<file path="config.mk">
export PLATFORM = sky130hd
export DESIGN_NAME = min_y_axis_crossing_intercept_top
export DESIGN_NICKNAME = d
export VERILOG_FILES = /design/src/rtl/core/myci_pkg.sv /design/src/rtl/core/min_y_axis_crossing_intercept_top.sv
export SDC_FILE = /design/constraint.sdc
export NUM_CORES = 1
export LEC_CHECK = 0
export BUFFER_PORTS_ARGS = -buffer_cell sky130_fd_sc_hd__buf_2
export CELL_PAD_IN_SITES_DETAIL_PLACEMENT = 0
export CELL_PAD_IN_SITES_GLOBAL_PLACEMENT = 1
export CORE_AREA = 2 2 207 209
export DETAILED_ROUTE_END_ITERATION = 8
export DIE_AREA = 0 0 209 211
export GPL_TIMING_DRIVEN = 1
export PLACE_DENSITY_LB_ADDON = 0.12
export SLEW_MARGIN = 20
export SYNTH_ARGS = -nofsm -noshare
export SYNTH_HDL_FRONTEND = slang
export SYNTH_SLANG_ARGS = --single-unit
export TNS_END_PERCENT = 100
</file>
<file path="constraint.sdc">
create_clock -name clock -period 11.6 [get_ports clock]
set_clock_uncertainty 0.1 [all_clocks]
set_input_delay 2.32 -clock clock [delete_from_list [all_inputs] [get_ports clock]]
set_output_delay 2.32 -clock clock [all_outputs]
set_load 0.05 [all_outputs]
</file>
<file path="src/rtl/core/myci_pkg.sv">
// ----------------------------------------------------------------------------
// myci_pkg
// Widths and constants of the least y-axis intercept block.
// ----------------------------------------------------------------------------
package myci_pkg;

   // width of one coordinate field on the port
   localparam int FIELD_W    = 16;
   // coordinate width used for the arithmetic
   localparam int COORD_BITS = 16;
   // fraction bits of the Q16.16 intercept
   localparam int FRAC_BITS  = 16;
   // intercept width
   localparam int Q_W        = 32;

   // signed numerator y1*x2 - y2*x1
   localparam int PROD_W = 2 * COORD_BITS + 1;
   // magnitude of the numerator
   localparam int MAG_W  = 2 * COORD_BITS;
   // dividend (magnitude scaled by the fraction bits) and quotient width
   localparam int DIV_W  = MAG_W + FRAC_BITS;
   // step counter covers the longer of the multiply and divide sweeps
   localparam int CNT_W  = $clog2(DIV_W);

   localparam logic [Q_W-1:0] MINUS_ONE_Q = 32'hFFFF_0000;
   localparam logic [Q_W-1:0] Q_MAX       = 32'h7FFF_FFFF;
   localparam logic [Q_W-1:0] Q_MIN       = 32'h8000_0000;

   // coordinate taken from a port field: zero-extended or truncated to COORD_BITS
   function automatic logic [COORD_BITS-1:0] coord_of(input logic [FIELD_W-1:0] f);
      logic [FIELD_W+COORD_BITS-1:0] t;
      t = {{COORD_BITS{1'b0}}, f};
      return t[COORD_BITS-1:0];
   endfunction

endpackage

</file>
<file path="src/rtl/core/min_y_axis_crossing_intercept_top.sv">
// ----------------------------------------------------------------------------
// min_y_axis_crossing_intercept_top
// Least y-axis intercept over a run of line segments, bit-serial datapath.
// ----------------------------------------------------------------------------
// One segment arrives per req beat: req_tdata carries first_x, first_y,
// second_x, second_y (16 bits each, lowest first), req_tlast marks the
// final segment of a run. A segment whose x coordinates lie on opposite
// sides of the y axis gets its intercept in Q16.16, floored and saturated,
// and the least one is kept. On the last segment one rsp beat follows:
// rsp_tuser is the found flag, rsp_tdata the least intercept, or -1.0
// when nothing crossed; the running state then clears.
// A segment that does not cross needs no arithmetic. A crossing segment
// goes through a shift-add multiply of one multiplier bit per cycle,
// then a restoring divide of one quotient bit per cycle, then rounding,
// saturation and the minimum compare. A last segment adds a state that
// loads the output register. req_tready is high only between segments.
// The result sits in an output register, so the next run proceeds while
// the receiver stalls; only a second result waits for the register.
// Synchronous reset empties the output register and clears the minimum.
// ----------------------------------------------------------------------------
module min_y_axis_crossing_intercept_top
   import myci_pkg::*;
(
   input  logic                 clock,
   input  logic                 reset,
   input  logic                 req_tvalid,
   output logic                 req_tready,
   input  logic [4*FIELD_W-1:0] req_tdata,   // first_x, first_y, second_x, second_y
   input  logic                 req_tlast,
   output logic                 rsp_tvalid,
   input  logic                 rsp_tready,
   output logic [Q_W-1:0]       rsp_tdata,   // least_intercept
   output logic                 rsp_tuser    // found
);

   typedef enum logic [7:0] {
      ST_IDLE   = 8'b0000_0001,
      ST_MUL    = 8'b0000_0010,
      ST_NORM   = 8'b0000_0100,
      ST_DIV    = 8'b0000_1000,
      ST_ROUND  = 8'b0001_0000,
      ST_SAT    = 8'b0010_0000,
      ST_UPDATE = 8'b0100_0000,
      ST_EMIT   = 8'b1000_0000
   } state_type;

   state_type state_ff, state_in;

   logic [CNT_W-1:0]      cnt_ff, cnt_in;
   logic                  last_ff, last_in;
   logic                  den_neg_ff, den_neg_in;
   logic [COORD_BITS-1:0] d_ff, d_in;
   logic [COORD_BITS-1:0] mx1_ff, mx1_in;
   logic [COORD_BITS-1:0] mx2_ff, mx2_in;
   logic [PROD_W-1:0]     a_ff, a_in;
   logic [PROD_W-1:0]     b_ff, b_in;
   logic [PROD_W-1:0]     acc_ff, acc_in;
   logic                  neg_ff, neg_in;
   logic [DIV_W-1:0]      dvd_ff, dvd_in;
   logic [COORD_BITS-1:0] rem_ff, rem_in;
   logic [Q_W-1:0]        icpt_ff, icpt_in;
   logic [Q_W-1:0]        min_ff, min_in;
   logic                  any_ff, any_in;
   logic                  rsp_valid_ff, rsp_valid_in;
   logic [Q_W-1:0]        rsp_data_ff, rsp_data_in;
   logic                  rsp_found_ff, rsp_found_in;

   logic [COORD_BITS-1:0] x1, y1, x2, y2;
   logic [COORD_BITS:0]   den_full;
   logic [COORD_BITS:0]   den_abs;
   logic [PROD_W-1:0]     pa, pb, term;
   logic [PROD_W-1:0]     acc_abs;
   logic [COORD_BITS:0]   shifted;
   logic [COORD_BITS+1:0] diff;
   logic                  ge;
   logic                  out_free;
   logic                  req_fire;

   assign x1 = coord_of(req_tdata[FIELD_W-1:0]);
   assign y1 = coord_of(req_tdata[2*FIELD_W-1:FIELD_W]);
   assign x2 = coord_of(req_tdata[3*FIELD_W-1:2*FIELD_W]);
   assign y2 = coord_of(req_tdata[4*FIELD_W-1:3*FIELD_W]);

   assign req_tready = (state_ff == ST_IDLE);
   assign req_fire   = req_tvalid && req_tready;
   assign out_free   = !rsp_valid_ff || rsp_tready;

   assign den_full = {x2[COORD_BITS-1], x2} - {x1[COORD_BITS-1], x1};
   assign den_abs  = x2[COORD_BITS-1] ? (~den_full + 1'b1) : den_full;

   // one multiplier bit of each product per cycle; the sign bit weighs negative
   assign pa   = mx2_ff[0] ? a_ff : '0;
   assign pb   = mx1_ff[0] ? b_ff : '0;
   assign term = pa - pb;

   assign acc_abs = acc_ff[PROD_W-1] ? (~acc_ff + 1'b1) : acc_ff;

   // restoring divide step
   assign shifted = {rem_ff, dvd_ff[DIV_W-1]};
   assign diff    = {1'b0, shifted} - {2'b00, d_ff};
   assign ge      = !diff[COORD_BITS+1];

   always_comb begin
      state_in     = state_ff;
      cnt_in       = cnt_ff;
      last_in      = last_ff;
      den_neg_in   = den_neg_ff;
      d_in         = d_ff;
      mx1_in       = mx1_ff;
      mx2_in       = mx2_ff;
      a_in         = a_ff;
      b_in         = b_ff;
      acc_in       = acc_ff;
      neg_in       = neg_ff;
      dvd_in       = dvd_ff;
      rem_in       = rem_ff;
      icpt_in      = icpt_ff;
      min_in       = min_ff;
      any_in       = any_ff;
      rsp_valid_in = rsp_valid_ff && !rsp_tready;
      rsp_data_in  = rsp_data_ff;
      rsp_found_in = rsp_found_ff;

      unique case (state_ff)
         ST_IDLE: begin
            if (req_fire) begin
               last_in    = req_tlast;
               den_neg_in = x2[COORD_BITS-1];
               d_in       = den_abs[COORD_BITS-1:0];
               mx1_in     = x1;
               mx2_in     = x2;
               a_in       = {{(PROD_W-COORD_BITS){y1[COORD_BITS-1]}}, y1};
               b_in       = {{(PROD_W-COORD_BITS){y2[COORD_BITS-1]}}, y2};
               acc_in     = '0;
               cnt_in     = '0;
               if (x1[COORD_BITS-1] ^ x2[COORD_BITS-1]) begin
                  state_in = ST_MUL;
               end else if (req_tlast) begin
                  state_in = ST_EMIT;
               end
            end
         end
         ST_MUL: begin
            if (cnt_ff == CNT_W'(COORD_BITS - 1)) begin
               acc_in   = acc_ff - term;
               state_in = ST_NORM;
            end else begin
               acc_in = acc_ff + term;
               cnt_in = cnt_ff + 1'b1;
            end
            a_in   = a_ff << 1;
            b_in   = b_ff << 1;
            mx1_in = mx1_ff >> 1;
            mx2_in = mx2_ff >> 1;
         end
         ST_NORM: begin
            // a negative divisor flips the sign of the quotient
            neg_in   = acc_ff[PROD_W-1] ^ den_neg_ff;
            dvd_in   = {acc_abs[MAG_W-1:0], {FRAC_BITS{1'b0}}};
            rem_in   = '0;
            cnt_in   = '0;
            state_in = ST_DIV;
         end
         ST_DIV: begin
            rem_in = ge ? diff[COORD_BITS-1:0] : shifted[COORD_BITS-1:0];
            dvd_in = {dvd_ff[DIV_W-2:0], ge};
            if (cnt_ff == CNT_W'(DIV_W - 1)) begin
               state_in = ST_ROUND;
            end else begin
               cnt_in = cnt_ff + 1'b1;
            end
         end
         ST_ROUND: begin
            // floor of a negative quotient rounds the magnitude up
            if (neg_ff && (rem_ff != '0)) begin
               dvd_in = dvd_ff + 1'b1;
            end
            state_in = ST_SAT;
         end
         ST_SAT: begin
            if (neg_ff) begin
               if (dvd_ff > DIV_W'(Q_MIN)) begin
                  icpt_in = Q_MIN;
               end else begin
                  icpt_in = ~dvd_ff[Q_W-1:0] + 1'b1;
               end
            end else begin
               if (dvd_ff > DIV_W'(Q_MAX)) begin
                  icpt_in = Q_MAX;
               end else begin
                  icpt_in = dvd_ff[Q_W-1:0];
               end
            end
            state_in = ST_UPDATE;
         end
         ST_UPDATE: begin
            if (!any_ff || ($signed(icpt_ff) < $signed(min_ff))) begin
               min_in = icpt_ff;
            end
            any_in   = 1'b1;
            state_in = last_ff ? ST_EMIT : ST_IDLE;
         end
         ST_EMIT: begin
            if (out_free) begin
               rsp_valid_in = 1'b1;
               rsp_found_in = any_ff;
               rsp_data_in  = any_ff ? min_ff : MINUS_ONE_Q;
               min_in       = '0;
               any_in       = 1'b0;
               state_in     = ST_IDLE;
            end
         end
         default: begin
            state_in = ST_IDLE;
         end
      endcase
   end

   always_ff @(posedge clock) begin
      if (reset) begin
         state_ff     <= ST_IDLE;
         cnt_ff       <= '0;
         min_ff       <= '0;
         any_ff       <= 1'b0;
         rsp_valid_ff <= 1'b0;
      end else begin
         state_ff     <= state_in;
         cnt_ff       <= cnt_in;
         min_ff       <= min_in;
         any_ff       <= any_in;
         rsp_valid_ff <= rsp_valid_in;
      end
   end

   always_ff @(posedge clock) begin
      last_ff      <= last_in;
      den_neg_ff   <= den_neg_in;
      d_ff         <= d_in;
      mx1_ff       <= mx1_in;
      mx2_ff       <= mx2_in;
      a_ff         <= a_in;
      b_ff         <= b_in;
      acc_ff       <= acc_in;
      neg_ff       <= neg_in;
      dvd_ff       <= dvd_in;
      rem_ff       <= rem_in;
      icpt_ff      <= icpt_in;
      rsp_data_ff  <= rsp_data_in;
      rsp_found_ff <= rsp_found_in;
   end

   assign rsp_tvalid = rsp_valid_ff;
   assign rsp_tdata  = rsp_data_ff;
   assign rsp_tuser  = rsp_found_ff;

   // partial remainder stays below the divisor throughout the divide
   assert property (@(posedge clock) disable iff (reset)
      (state_ff == ST_DIV) |-> (rem_ff < d_ff))
      else $error("partial remainder not below divisor");

   // a crossing segment never has a zero divisor
   assert property (@(posedge clock) disable iff (reset)
      (state_ff == ST_MUL) |-> (d_ff != '0))
      else $error("zero divisor on a crossing segment");

   // loading a result clears the running state
   assert property (@(posedge clock) disable iff (reset)
      (state_ff == ST_EMIT && out_free) |=> (!any_ff && min_ff == '0 && rsp_tvalid))
      else $error("running state not cleared after result");

   // no crossing reports minus one
   assert property (@(posedge clock) disable iff (reset)
      (rsp_tvalid && !rsp_tuser) |-> (rsp_tdata == MINUS_ONE_Q))
      else $error("empty run reports wrong intercept");

endmodule
</file>
==> impl_metrics.ini, run 1 <==
[run_status]
run_status = finished, final reports clean

[routing]
detail_route.wl_per_cell_um = 16.88
drtIter0Drc = 973
route.vias.total = 16987
remaining_drc_errors = 0
totalWireLength_um = 49900
firstDrtPassIters = 5
ant_nets = 0
dr_vias_cell = 5.747

[die]
pin_count = 104
floorplan.initialDensity_pct = 52.55
overall_die_area_um2 = 44100
placementRows = 75
die_w_um = 209
floorplan.core_area_um2 = 41760
die_h_um = 211

[yosys]
synth_area_leaders = sky130_fd_sc_hd__edfxtp_1 (38%), sky130_fd_sc_hd__ha_1 (7.5%), sky130_fd_sc_hd__nand2_1 (5.9%)
synth.net_count = 2549
synth-async-reset-ratio_pct = 0
ys_warn_count = 0
post_synth_fa_ha_maj_area_fraction_pct = 7.892
synth_xor_xnor_area_share_pct = 7.624
yosys_most_used_dff = sky130_fd_sc_hd__edfxtp_1
post_synthesis_instance_total = 2344
synth.lib_cells_used.distinct = 87
muxShareOfSynthArea_pct = 0.8667
synth.avg_cell_area_um2 = 9.361
postSynthRegisterBits = 327
synth_compound_gate_area_share_pct = 17.35
synth.top_cells.by_count = sky130_fd_sc_hd__nand2_1 (346), sky130_fd_sc_hd__edfxtp_1 (279), sky130_fd_sc_hd__o21ai_0 (152)
library_cell_with_the_highest_instance_count_after_synthesis = sky130_fd_sc_hd__nand2_1
post-synth-top-area-cell = sky130_fd_sc_hd__edfxtp_1
number_of_enable_flip_flop_cells_after_synthesis = 279
synth.top_cell.area_share_pct = 38.18
dominant_combinational_cell_family_by_area_after_synthesis = simple AND/OR/NAND/NOR gates
synth_seq_area_share_pct = 42.56
netlist_area_um2 = 21940
yosys.area_share.simple_pct = 19.37

[worst_hold_path]
startpoint_of_the_lowest_slack_hold_path = min_ff[25]
whs_path_cells = 1
min-delay-path-class = reg -> reg
worst_hold_path.endpoint = min_ff[25]

[worst_setup_path]
regToRegStartpoint = mx1_ff[0]
setup.worst_path.class = reg -> reg
worst-r2r-setup-slack_ps = 4520
worstSetupStartpointType = flip-flop
worst_ep_required_time_ps = 11800
worst-r2r-cell-count = 26
startpoint = mx1_ff[0]
critical_path_arrival_ps = 7280
critical_path_peak_fanout = 33
cp-end-kind = flip-flop
worst_r2r_endpoint = acc_ff[32]

[placement]
dpl.hpwl_um = 37080
port_buffers = 103
place.gp.congestion = 0.9124

[finish]
diodes_inserted = 0
final_core_util_pct = 57.90
layout-area-overhead-vs-synth_pct = 10.19
layout_cell_share_with_drive_strength_beyond_1_pct = 9.226
finalNetCount = 2592

[clock_tree]
clockRootBuffer = sky130_fd_sc_hd__clkbuf_16
numClockSinks = 327
clock_tree.htree_level_count = 2
cts_made_buffers = 40
post_cts_resize_count = 0
max-clock-path-buffers = 3
cts_hold_buf = 0
clock_latency_on_the_worst_skew_pair_ps = 560
tritoncts = yes
cts.repair_timing.setup_buffer_count = 0
clkSlewWorstSetupHoldPaths_ps = 70

[power]
power.density_nw_per_um2 = 199.6
peakVddDrop_uv = 130.7
static-leakage-power_nw = 9.418
finalPower_mw = 4.826

[global_route]
grt_start_max_net_pins = 92
first_pass_grt_wire_length_um = 82570
grt_util_all_layers_pct = 22.78
antenna_violations_before_repair = 0
first_global_vias = 16529
global_route.overflow_total = 0

[sta]
slew_viol_final = 0
fin_setup_tns_ps = 0
slew-limit-headroom_pct = 30.89
setup_violations = 0
worst-slew-pin-transition_ps = 1037
report.final.hold_viol_count = 0
final_period_minus_worst_setup_slack_ps = 7080
rsz_0062_raised_after_global_routing = no
final_cycle_utilization_of_the_critical_path_pct = 61.04
max_freq_ghz = 0.1412

[run]
max_cap_violations = 0
flip-flops by register name, indices dropped and copies added (netlist names), 8 cells and up:
name	count
dvd_ff	48
a_ff	33
acc_ff	33
b_ff	33
icpt_ff	32
min_ff	32
rsp_tdata	32
d_ff	16
mx1_ff	16
mx2_ff	16
rem_ff	16
state_ff	8
layer usage:
layer  vias up  track usage [%]  share of wire, %
met4         0            8.276               3.0
met1      7951            28.80                45
met2       348            39.79                48
met3        98            3.301               3.8
li1       8590                -                 -
met5         -                0                 0
metrics by stage:
stage                     hold WS, ps  instance area [um2]  cells  setup WS [ps]
after global placement          361.1                22780   2884           4746
after CTS                       381.3                24170   2956           4574
after floorplan                 349.3                21940   2344           5838
after detailed placement        363.6                22780   2884           4590
final                           375.6                24180   2956           4520
after global routing            393.1                24180   2956           3884
kinds of logic (layout without fill, tap and decap cells):
family,after synthesis,in the layout
and+or+nand+nor,870,870
AOI/OAI and AO/OA,563,563
DFF,327,327
buffers and inverters,238,311
xor gates and xnor gates,191,191
adders and majority gates,136,136
muxes,19,19
worst max path at each step:
stage                       to  slack [ps]  cells after the start
floorplan              a_ff[0]        5840                      2
global placement    acc_ff[32]        4750                     26
detailed placement  acc_ff[31]        4590                     25
CTS                 acc_ff[32]        4570                     26
global route        acc_ff[31]        3880                     23
finish              acc_ff[32]        4520                     26
cell type report:
| cell class | instances | area [um2] |
|---|---|---|
| clock buffer | 57 | 1200 |
| tap | 539 | 674.4 |
| fill | 3688 | 17580 |
| timing repair buffer | 119 | 639.4 |
| multi-input combinational | 1779 | 11680 |
| inverter | 120 | 450.4 |
| clock inverter | 15 | 192.7 |
| sequential | 327 | 9339 |
critical path, stage by stage (launching register included):
cell	delay [ps]
sky130_fd_sc_hd__edfxtp_1	1030
sky130_fd_sc_hd__and2_1	240
sky130_fd_sc_hd__ha_1	160
sky130_fd_sc_hd__inv_1	50
sky130_fd_sc_hd__fa_1	410
sky130_fd_sc_hd__a21oi_1	260
sky130_fd_sc_hd__o211ai_1	210
sky130_fd_sc_hd__a31oi_1	260
sky130_fd_sc_hd__xor2_1	240
sky130_fd_sc_hd__nor3b_1	400
sky130_fd_sc_hd__and4_1	300
sky130_fd_sc_hd__nand3_1	120
sky130_fd_sc_hd__nor3_1	530
sky130_fd_sc_hd__a21oi_1	160
sky130_fd_sc_hd__xnor2_1	160
sky130_fd_sc_hd__ha_1	340
sky130_fd_sc_hd__a21o_1	180
sky130_fd_sc_hd__a21oi_1	240
sky130_fd_sc_hd__nor2b_1	70
sky130_fd_sc_hd__nor2_1	130
sky130_fd_sc_hd__o22ai_1	110
sky130_fd_sc_hd__a211o_1	300
sky130_fd_sc_hd__nor3b_1	160
sky130_fd_sc_hd__o311ai_0	410
sky130_fd_sc_hd__nand2_1	100
sky130_fd_sc_hd__nand2_1	80
sky130_fd_sc_hd__mux2i_1	60
power by group:
group	internal [mW]	switching (mW)	leakage (nW)	total [mW]
combinational	0.804	1.19	5.85	1.99
sequential	1.44	0.0846	2.89	1.52
clock	0.809	0.501	0.678	1.31
placed cells by master, fill, tap and decap left out, types with 48 or more instances in the layout:
master and n:
sky130_fd_sc_hd__o21ai_0 152, sky130_fd_sc_hd__xnor2_1 103, sky130_fd_sc_hd__dfxtp_1 48, sky130_fd_sc_hd__nand2_1 345
sky130_fd_sc_hd__a21oi_1 82, sky130_fd_sc_hd__nor2_1 134, sky130_fd_sc_hd__nand3_1 55, sky130_fd_sc_hd__xor2_1 88
sky130_fd_sc_hd__ha_1 132, sky130_fd_sc_hd__edfxtp_1 279, sky130_fd_sc_hd__inv_1 120, sky130_fd_sc_hd__and2_1 64
sky130_fd_sc_hd__a21o_1 77, sky130_fd_sc_hd__buf_2 103
(Power assumes the default switching activity.)
==> inputs of run 2 (changes only) <==
CORE_AREA = 2 2 227 229   (was 2 2 207 209)
DIE_AREA = 0 0 229 231   (was 0 0 209 211)
clock period = 6 ns   (was 11.6 ns; I/O delays follow)
==> run 2 against run 1 <==
Sequential share of layout area decreased by 0.88 points. Count of clock-buffer cells in the layout decreased by 2. Clock power increased by 85%. Sequential power increased by 93%. Final area increased by 2.3%. Critical path depth increased by 1. Via count increased by 0.88%. Hold slack got worse by 2.5 ps. Utilization decreased by 9.1 points. Total power increased by 99%. Critical path type unchanged. Critical endpoint unchanged. Largest power group unchanged.
==> impl_metrics.ini, run 2 (synthesis results as in run 1) <==
[worst_hold_path]
min-delay-path-class = reg -> reg

[finish]
largest_register_ff_count = 48
finalNetCount = 2635
layout-area-overhead-vs-synth_pct = 12.76
layout_cell_share_with_drive_strength_beyond_1_pct = 11.54
most-common-layout-cells = sky130_fd_sc_hd__nand2_1 (345), sky130_fd_sc_hd__edfxtp_1 (279), sky130_fd_sc_hd__o21ai_0 (149), sky130_fd_sc_hd__nor2_1 (134), sky130_fd_sc_hd__ha_1 (131)
finalInstanceArea_um2 = 24740
most_common_cell_after_layout_fill_and_taps_aside = sky130_fd_sc_hd__nand2_1
layout.cells.non_filler = 3140
most_flop_heavy_register = dvd_ff
diodes_inserted = 0

[routing]
remaining_drc_errors = 0
drtIter0Drc = 976
ant_nets = 0
route.vias.total = 17137
detail_route.wl_per_cell_um = 16.79
dr_vias_cell = 5.458
firstDrtPassIters = 7
totalWireLength_um = 52720

[worst_setup_path]
worstSetupStartpointType = flip-flop
cp-end-kind = flip-flop
worst-r2r-setup-slack_ps = 400
critical_path_arrival_ps = 5820
worst_ep_required_time_ps = 6220
most_prevalent_standard_cell_on_the_critical_path = sky130_fd_sc_hd__nand2_1
timing.critical_path.slowest_stage_cell = sky130_fd_sc_hd__or4b_2
setup.worst_path.class = reg -> reg
critical_path_peak_fanout = 18
worst_path_largest_cell_delay_ps = 650

[sta]
setup_violations = 0
final_period_minus_worst_setup_slack_ps = 5601
worst-slew-pin-transition_ps = 1007
worst_hold_slack_ps = 373.1
slew-limit-headroom_pct = 32.69
max_freq_ghz = 0.1785
report.final.hold_viol_count = 0
final_cycle_utilization_of_the_critical_path_pct = 93.35
slew_viol_final = 0

[clock_tree]
clkSlewWorstSetupHoldPaths_ps = 60
clock_tree.htree_level_count = 2
clockRootBuffer = sky130_fd_sc_hd__clkbuf_16
tritoncts = yes
clock_latency_on_the_worst_skew_pair_ps = 570
cts_hold_buf = 0
numClockSinks = 327
cts_made_buffers = 40
max-clock-path-buffers = 3

[die]
floorplan.core_area_um2 = 50680
overall_die_area_um2 = 52900
floorplan.initialDensity_pct = 43.30
die_h_um = 231
placementRows = 83
pin_count = 104
die_w_um = 229

[global_route]
first_pass_grt_wire_length_um = 87210
grt_util_all_layers_pct = 20.00
global_route.overflow_total = 0
grt_start_max_net_pins = 96
antenna_violations_before_repair = 0
first_global_vias = 16949

[placement]
port_buffers = 103
place.gp.congestion = 0.9011
placed_cells_incl_taps = 3065
dpl.hpwl_um = 38930
detailed_place.area_um2 = 23280

[power]
power.density_nw_per_um2 = 388.7
static-leakage-power_nw = 9.630
peakVddDrop_uv = 201.6

[run_status]
run_status = finished, final reports clean

[run]
max_cap_violations = 0
==> run 2: area by class of cell <==
class                      instances  area (um2)
fill                            4875       25940
sequential                       327        9339
clock buffer                      55        1150
timing repair buffer             162       987.2
multi-input combinational       1779       11790
clock inverter                    17       173.9
tap                              680       850.8
inverter                         120       450.4
==> run 2: worst paths after layout <==
kind               from    endpoint  cells after the start
min          min_ff[24]  min_ff[24]                      1
max reg2reg   mx2_ff[0]  acc_ff[32]                     27
min reg2reg  min_ff[24]  min_ff[24]                      1
max           mx2_ff[0]  acc_ff[32]                     27
==> run 2: metrics by stage <==
stage | power, mW | TNS (ps) | setup WS [ps] | util [%]
floorplan | 5.971 | 0 | 281.0 | -
global route | 10.30 | -11.73 | -11.73 | 48.82
CTS | 9.605 | 0 | 71.50 | 48.57
finish | 9.617 | 0 | 399.2 | 48.82
detailed placement | 7.122 | -29.55 | -29.55 | 45.94
global placement | 7.079 | 0 | 166.2 | 45.94
==> run 2: metal layers <==
metal | GRT usage, % | routed length [um] | vias up
met1 | 25.95 | 24270 | 8066
li1 | - | - | 8669
met2 | 34.36 | 24840 | 310
met3 | 2.964 | 2053 | 92
met4 | 6.311 | 1554 | 0
met5 | 0 | 0 | -
==> run 2: power by group <==
group / switching (mW) / leakage [nW] / internal [mW] / total, mW
registers: 0.146 / 2.89 / 2.78 / 2.93
clock network: 0.995 / 0.636 / 1.44 / 2.43
logic: 2.46 / 6.10 / 1.79 / 4.26
total: 3.61 / 9.63 / 6.01 / 9.62
==> run 2: worst max-delay path: cells and delay by family (launching register included) <==
family          cells  cell delay, ps
simple gates       10            1650
flops               1             420
xor+xnor            1             150
compound gates     10            1890
fa+ha+maj           2             610
mux                 1              60
buf+inv             3             470
==> run 2: repair_timing <==
| action | in CTS | in global routing |
|---|---|---|
| setup endpoints to repair | 1 | 6 |
| resized for setup | 2 | 25 |
| setup buffers | 0 | 3 |
| pin swaps | 0 | 5 |
